### src/design/btc_pkg.sv
// ----------------------------------------------------------------------------
// btc_pkg
// Shared types and constants for the block to CHS task-file translator.
// ----------------------------------------------------------------------------
package btc_pkg;

    localparam int OPCODE_W = 2;
    localparam int MINOR_W  = 7;
    localparam int SECTOR_W = 32;
    localparam int COUNT_W  = 8;
    localparam int STATUS_W = 2;
    localparam int SPT_W    = 8;
    localparam int HEADS_W  = 5;
    localparam int CYL_W    = 16;
    localparam int HEAD_W   = 4;
    localparam int BYTE_W   = 8;
    localparam int CFG_IDX_W  = 3;
    localparam int CFG_DATA_W = 16;

    // absolute block is a 33-bit sum
    localparam int BLOCK_W   = SECTOR_W + 1;
    localparam int DIV_STEPS = BLOCK_W;
    localparam int DIV_CNT_W = $clog2(DIV_STEPS + 1);

    localparam logic [OPCODE_W-1:0] OP_LOAD  = 2'd0;
    localparam logic [OPCODE_W-1:0] OP_READ  = 2'd1;
    localparam logic [OPCODE_W-1:0] OP_WRITE = 2'd2;

    localparam logic [STATUS_W-1:0] ST_OK     = 2'd0;
    localparam logic [STATUS_W-1:0] ST_RANGE  = 2'd1;
    localparam logic [STATUS_W-1:0] ST_OVFL   = 2'd2;
    localparam logic [STATUS_W-1:0] ST_LOADED = 2'd3;

    localparam logic [CFG_IDX_W-1:0] CFG_DRIVES  = 3'd0;
    localparam logic [CFG_IDX_W-1:0] CFG_SPT_D0  = 3'd1;
    localparam logic [CFG_IDX_W-1:0] CFG_HEADS_D0 = 3'd2;
    localparam logic [CFG_IDX_W-1:0] CFG_SPT_D1  = 3'd3;
    localparam logic [CFG_IDX_W-1:0] CFG_HEADS_D1 = 3'd4;
    localparam logic [CFG_IDX_W-1:0] CFG_PCOMP_D0 = 3'd5;
    localparam logic [CFG_IDX_W-1:0] CFG_PCOMP_D1 = 3'd6;

    localparam logic [SPT_W-1:0]   SPT_RESET   = 8'd17;
    localparam logic [HEADS_W-1:0] HEADS_RESET = 5'd4;
    localparam logic [HEADS_W-1:0] HEADS_MAX   = 5'd16;
    localparam logic [BYTE_W-1:0]  DRIVE_HEAD_BASE = 8'hA0;

    typedef struct packed {
        logic [STATUS_W-1:0] status;
        logic                drive_index;
        logic [BYTE_W-1:0]   sector_number;
        logic [HEAD_W-1:0]   head_number;
        logic [CYL_W-1:0]    cylinder_number;
        logic [BYTE_W-1:0]   precomp_byte;
        logic [BYTE_W-1:0]   count_byte;
        logic [BYTE_W-1:0]   drive_head_byte;
        logic                is_write;
    } res_t;

    typedef struct packed {
        logic busy;
        logic done;
    } div_stat_t;

endpackage

### src/design/btc_divider.sv
// ----------------------------------------------------------------------------
// btc_divider
// Restoring divider, one quotient bit per cycle, 33-bit by 8-bit.
// ----------------------------------------------------------------------------
module btc_divider (
    input  logic                        clk,
    input  logic                        rst_n,
    input  logic                        start,
    input  logic [btc_pkg::BLOCK_W-1:0] dividend,
    input  logic [btc_pkg::SPT_W-1:0]   divisor,
    output logic [btc_pkg::BLOCK_W-1:0] quotient,
    output logic [btc_pkg::SPT_W-1:0]   remainder,
    output btc_pkg::div_stat_t          stat
);
    import btc_pkg::*;

    logic                 busy_reg;
    logic                 done_reg;
    logic [DIV_CNT_W-1:0] cnt_reg;
    logic [BLOCK_W-1:0]   quot_reg;
    logic [SPT_W-1:0]     rem_reg;
    logic [SPT_W-1:0]     div_reg;
    logic [SPT_W:0]       trial;
    logic [SPT_W:0]       diff;
    logic                 ge;

    assign trial = {rem_reg, quot_reg[BLOCK_W-1]};
    assign ge    = trial >= {1'b0, div_reg};
    assign diff  = trial - {1'b0, div_reg};

    always_ff @(posedge clk or negedge rst_n)
    begin
        if (!rst_n)
        begin
            busy_reg <= 1'b0;
            done_reg <= 1'b0;
            cnt_reg  <= '0;
        end
        else
        begin
            done_reg <= 1'b0;
            if (start)
            begin
                busy_reg <= 1'b1;
                cnt_reg  <= '0;
            end
            else if (busy_reg)
            begin
                cnt_reg <= cnt_reg + 1'b1;
                if (cnt_reg == DIV_CNT_W'(DIV_STEPS - 1))
                begin
                    busy_reg <= 1'b0;
                    done_reg <= 1'b1;
                end
            end
        end
    end

    always_ff @(posedge clk)
    begin
        if (start)
        begin
            quot_reg <= dividend;
            rem_reg  <= '0;
            div_reg  <= divisor;
        end
        else if (busy_reg)
        begin
            quot_reg <= {quot_reg[BLOCK_W-2:0], ge};
            rem_reg  <= ge ? diff[SPT_W-1:0] : trial[SPT_W-1:0];
        end
    end

    assign quotient  = quot_reg;
    assign remainder = rem_reg;
    assign stat.busy = busy_reg;
    assign stat.done = done_reg;

endmodule

### config.mk
export PLATFORM = sky130hd
export DESIGN_NAME = btc_divider
export DESIGN_NICKNAME = d
export VERILOG_FILES = /design/src/design/btc_pkg.sv /design/src/design/btc_divider.sv
export SDC_FILE = /design/constraint.sdc
export NUM_CORES = 1
export LEC_CHECK = 0
export ABC_CLOCK_PERIOD_IN_PS = 5400
export BUFFER_PORTS_ARGS = -buffer_cell sky130_fd_sc_hd__buf_2
export CAP_MARGIN = 10
export CORE_MARGIN = 1.5
export CORE_UTILIZATION = 45
export CTS_BUF_LIST = sky130_fd_sc_hd__clkbuf_8
export CTS_CLUSTER_SIZE = 16
export DETAILED_ROUTE_END_ITERATION = 6
export PLACE_DENSITY = 0.72
export SLEW_MARGIN = 40
export SYNTH_ARGS = -nofsm -noshare
export SYNTH_HDL_FRONTEND = slang
export SYNTH_SLANG_ARGS = --single-unit
### constraint.sdc
create_clock -name clk -period 5.4 [get_ports clk]
set_input_delay 0.54 -clock clk [delete_from_list [all_inputs] [get_ports clk]]
set_output_delay 0.54 -clock clk [all_outputs]
set_load 0.01 [all_outputs]
==> flow_metrics.tcl <==
set metrics [dict create \
    path_cells "inv_1, ha_1, fa_1, nand2b_1, a2111oi_0, a311oi_1, a21o_1, a311oi_1" \
    finalNonFillerCells 393 \
    power.density_nw_per_um2 343 \
    diodes 0 \
    antenna_found_initial 0 \
    slew_viol_final 0 \
    clock_latency_ns 0.32 \
    arrival_ns 2.44 \
    synth_cell_types 44 \
    worstSetupPathType "register to register" \
    htreeDepth 3 \
    root_buffer "clkbuf_8" \
    cts_buffers 9 \
    ys_ff_latch 57 \
    largest_register_ffs 33 \
    cp-end-kind "register" \
    fin_crit_ns 2.22 \
    die-width_um 82.0 \
    drtIter0Drc 119 \
    hold_class "primary input to asynchronous set/reset pin" \
    synthCells 225 \
    drt_first_pass_iters 4 \
    syn-cell-area_um2 2810 \
    core_um2 5990 \
    setup_tns_ns 0 \
    synth_area_per_cell_um2 12.5 \
    fin_worst_skew_ns 0.0104 \
    die_h_um 82.0 \
    grt_max_degree 61 \
    synth_flop_cell "edfxtp_1" \
    critical-path-top-delay-family "compound AO/OA/AOI/OAI gates" \
    synth-edff-count 41 \
    cp_slowest_stage_delay_ns 0.39 \
    grt_pass1_wl_mm 8.72 \
    async_flop_share 0.140 \
    startpoint_type "register" \
    hold_buffers 0 \
    wire_per_inst_um 13.6 \
    clock.fmax_mhz 451 \
    gp_congestion 0.845 \
    slew_headroom 0.553 \
    synth_nets 280 \
    synth_top_area_frac 0.438 \
    clk_pin_slew_ns 0.07 \
    dp_hpwl_mm 3.80 \
    dp_cells 377 \
    leakage_uw 0.00150 \
    viasPerCell 5.13 \
    crit_top_cell "a311oi_1" \
    post_cts_resized 0 \
    ios 87 \
    die_area_um2 6730 \
    grt_setup_unrepaired "no" \
    grt_pass1_vias 1897 \
    drive_above_1_share 0.434 \
    worstPathRequired_ns 5.62 \
    cts_setup_buffers 0 \
    slowest_stage "fa_1" \
    max_cap_violations 0 \
    buffer_ports.inserted 86 \
    cp_max_fo 3 \
    ctsLongestPathBuffers 2 \
    initial_utilization 0.469 \
    synth_area_leader_cell "edfxtp_1" \
    synth_area_leaders "edfxtp_1 (44%), mux2_2 (13%), dfrtp_1 (7.1%)" \
    cts_tree "done" \
    ir_worst_vdd_v 0.000159 \
    routed-via-count 2015 \
    rows 28 \
    hold_viol 0 \
    critPathBufInv 1 \
    synth_seq_area_share 0.566 \
    grtUsageTotal 0.177 \
    nFillCells 507 \
    finalCritPeriodShare 0.411 \
    routed_wl_mm 5.33 \
    setup_viol 0 \
    ant_nets 0 \
    final_nets 368 \
    drc 0 \
    tightest_slew_ns 0.670 \
    syn2layout_area_growth_pct 23.1 \
    status "completed" \
    cts.sinks 57 \
    yosysWarnings 0 \
    overflow 0 \
]
through the flow:
stage               hold slack, ns  total power (uW)  worst slack (ns)  instance area [um2]   util
floorplan                    0.244               775              3.27                 2810      -
finish                      0.0438              1190              3.18                 3460  0.578
global route                0.0387              1270              3.01                 3460  0.578
global placement             0.389               875              3.22                 3300  0.551
detailed placement           0.391               877              3.16                 3300  0.551
CTS                         0.0316              1200              3.17                 3460  0.578
power by group:
| group | leakage (uW) | internal (uW) | switching (uW) | total [uW] |
|---|---|---|---|---|
| Sequential | 0.000598 | 526 | 36.0 | 562 |
| Clock | 0.0000815 | 160 | 162 | 322 |
| Combinational | 0.000823 | 143 | 161 | 304 |
layer usage:
metal	wire length [um]	part of all wire	global-route usage
met1	2500	0.47	0.234
met2	2370	0.44	0.262
met3	407	0.076	0.0600
met4	50	0.0094	0.0763
met5	0	0	0
final cells by class:
| type | count | area (um2) | share of cell area |
|---|---|---|---|
| timing repair buffer | 88 | 445 | 0.129 |
| sequential | 57 | 1590 | 0.460 |
| multi-input combinational | 140 | 1110 | 0.319 |
| clock inverter | 7 | 37.5 | 0.0108 |
| inverter | 17 | 63.8 | 0.0184 |
| tap | 75 | 93.8 | 0.0271 |
| clock buffer | 9 | 124 | 0.0358 |
Yosys cell counts (5+ instances only):
cell      count
dfxtp_1       8
a311oi_1      5
o21ai_0       5
ha_1         10
nand3_1       5
nor2_1       20
nand2b_1      5
nand2_1       9
a21oi_1       5
inv_1        17
dfrtp_1       8
clkbuf_1      6
edfxtp_1     41
mux2_2       32
logic make-up after synthesis:
kind of cell | share of synthesized area
flip-flops | 0.566
AND/OR/NAND/NOR | 0.0921
AO/OA/AOI/OAI | 0.0930
multiplexers | 0.132
buffers and inverters | 0.0405
adder cells (fa/ha/maj) | 0.0516
XOR/XNOR | 0.0249
cells in the final DEF, fill, tap and decap left out, types with 3 or more instances in the layout:
cell type	count
a21o_1	3
a21oi_1	5
a311oi_1	5
buf_2	86
clkbuf_8	9
clkinv_1	3
dfrtp_1	8
dfxtp_1	8
edfxtp_1	41
ha_1	10
inv_1	17
mux2_2	32
nand2_1	9
nand2b_1	5
nand3_1	5
nor2_1	20
o21ai_0	5
xnor2_1	4
xor2_1	4
worst paths after layout:
| check | cells past startpoint | slack, ns | to | from |
|---|---|---|---|---|
| hold / removal | 1 | 0.04 | cnt_reg[4] | rst_n |
| min in group clk | 1 | 0.39 | div_reg[5] | divisor[5] |
| setup / recovery | 8 | 3.18 | remainder[6] | quotient[32] |
| setup reg to reg | 8 | 3.18 | remainder[6] | quotient[32] |
| max in group asynchronous | 1 | 5.19 | busy_reg | rst_n |
| hold reg to reg | 2 | 0.52 | remainder[4] | remainder[4] |
(Power assumes the default switching activity.)
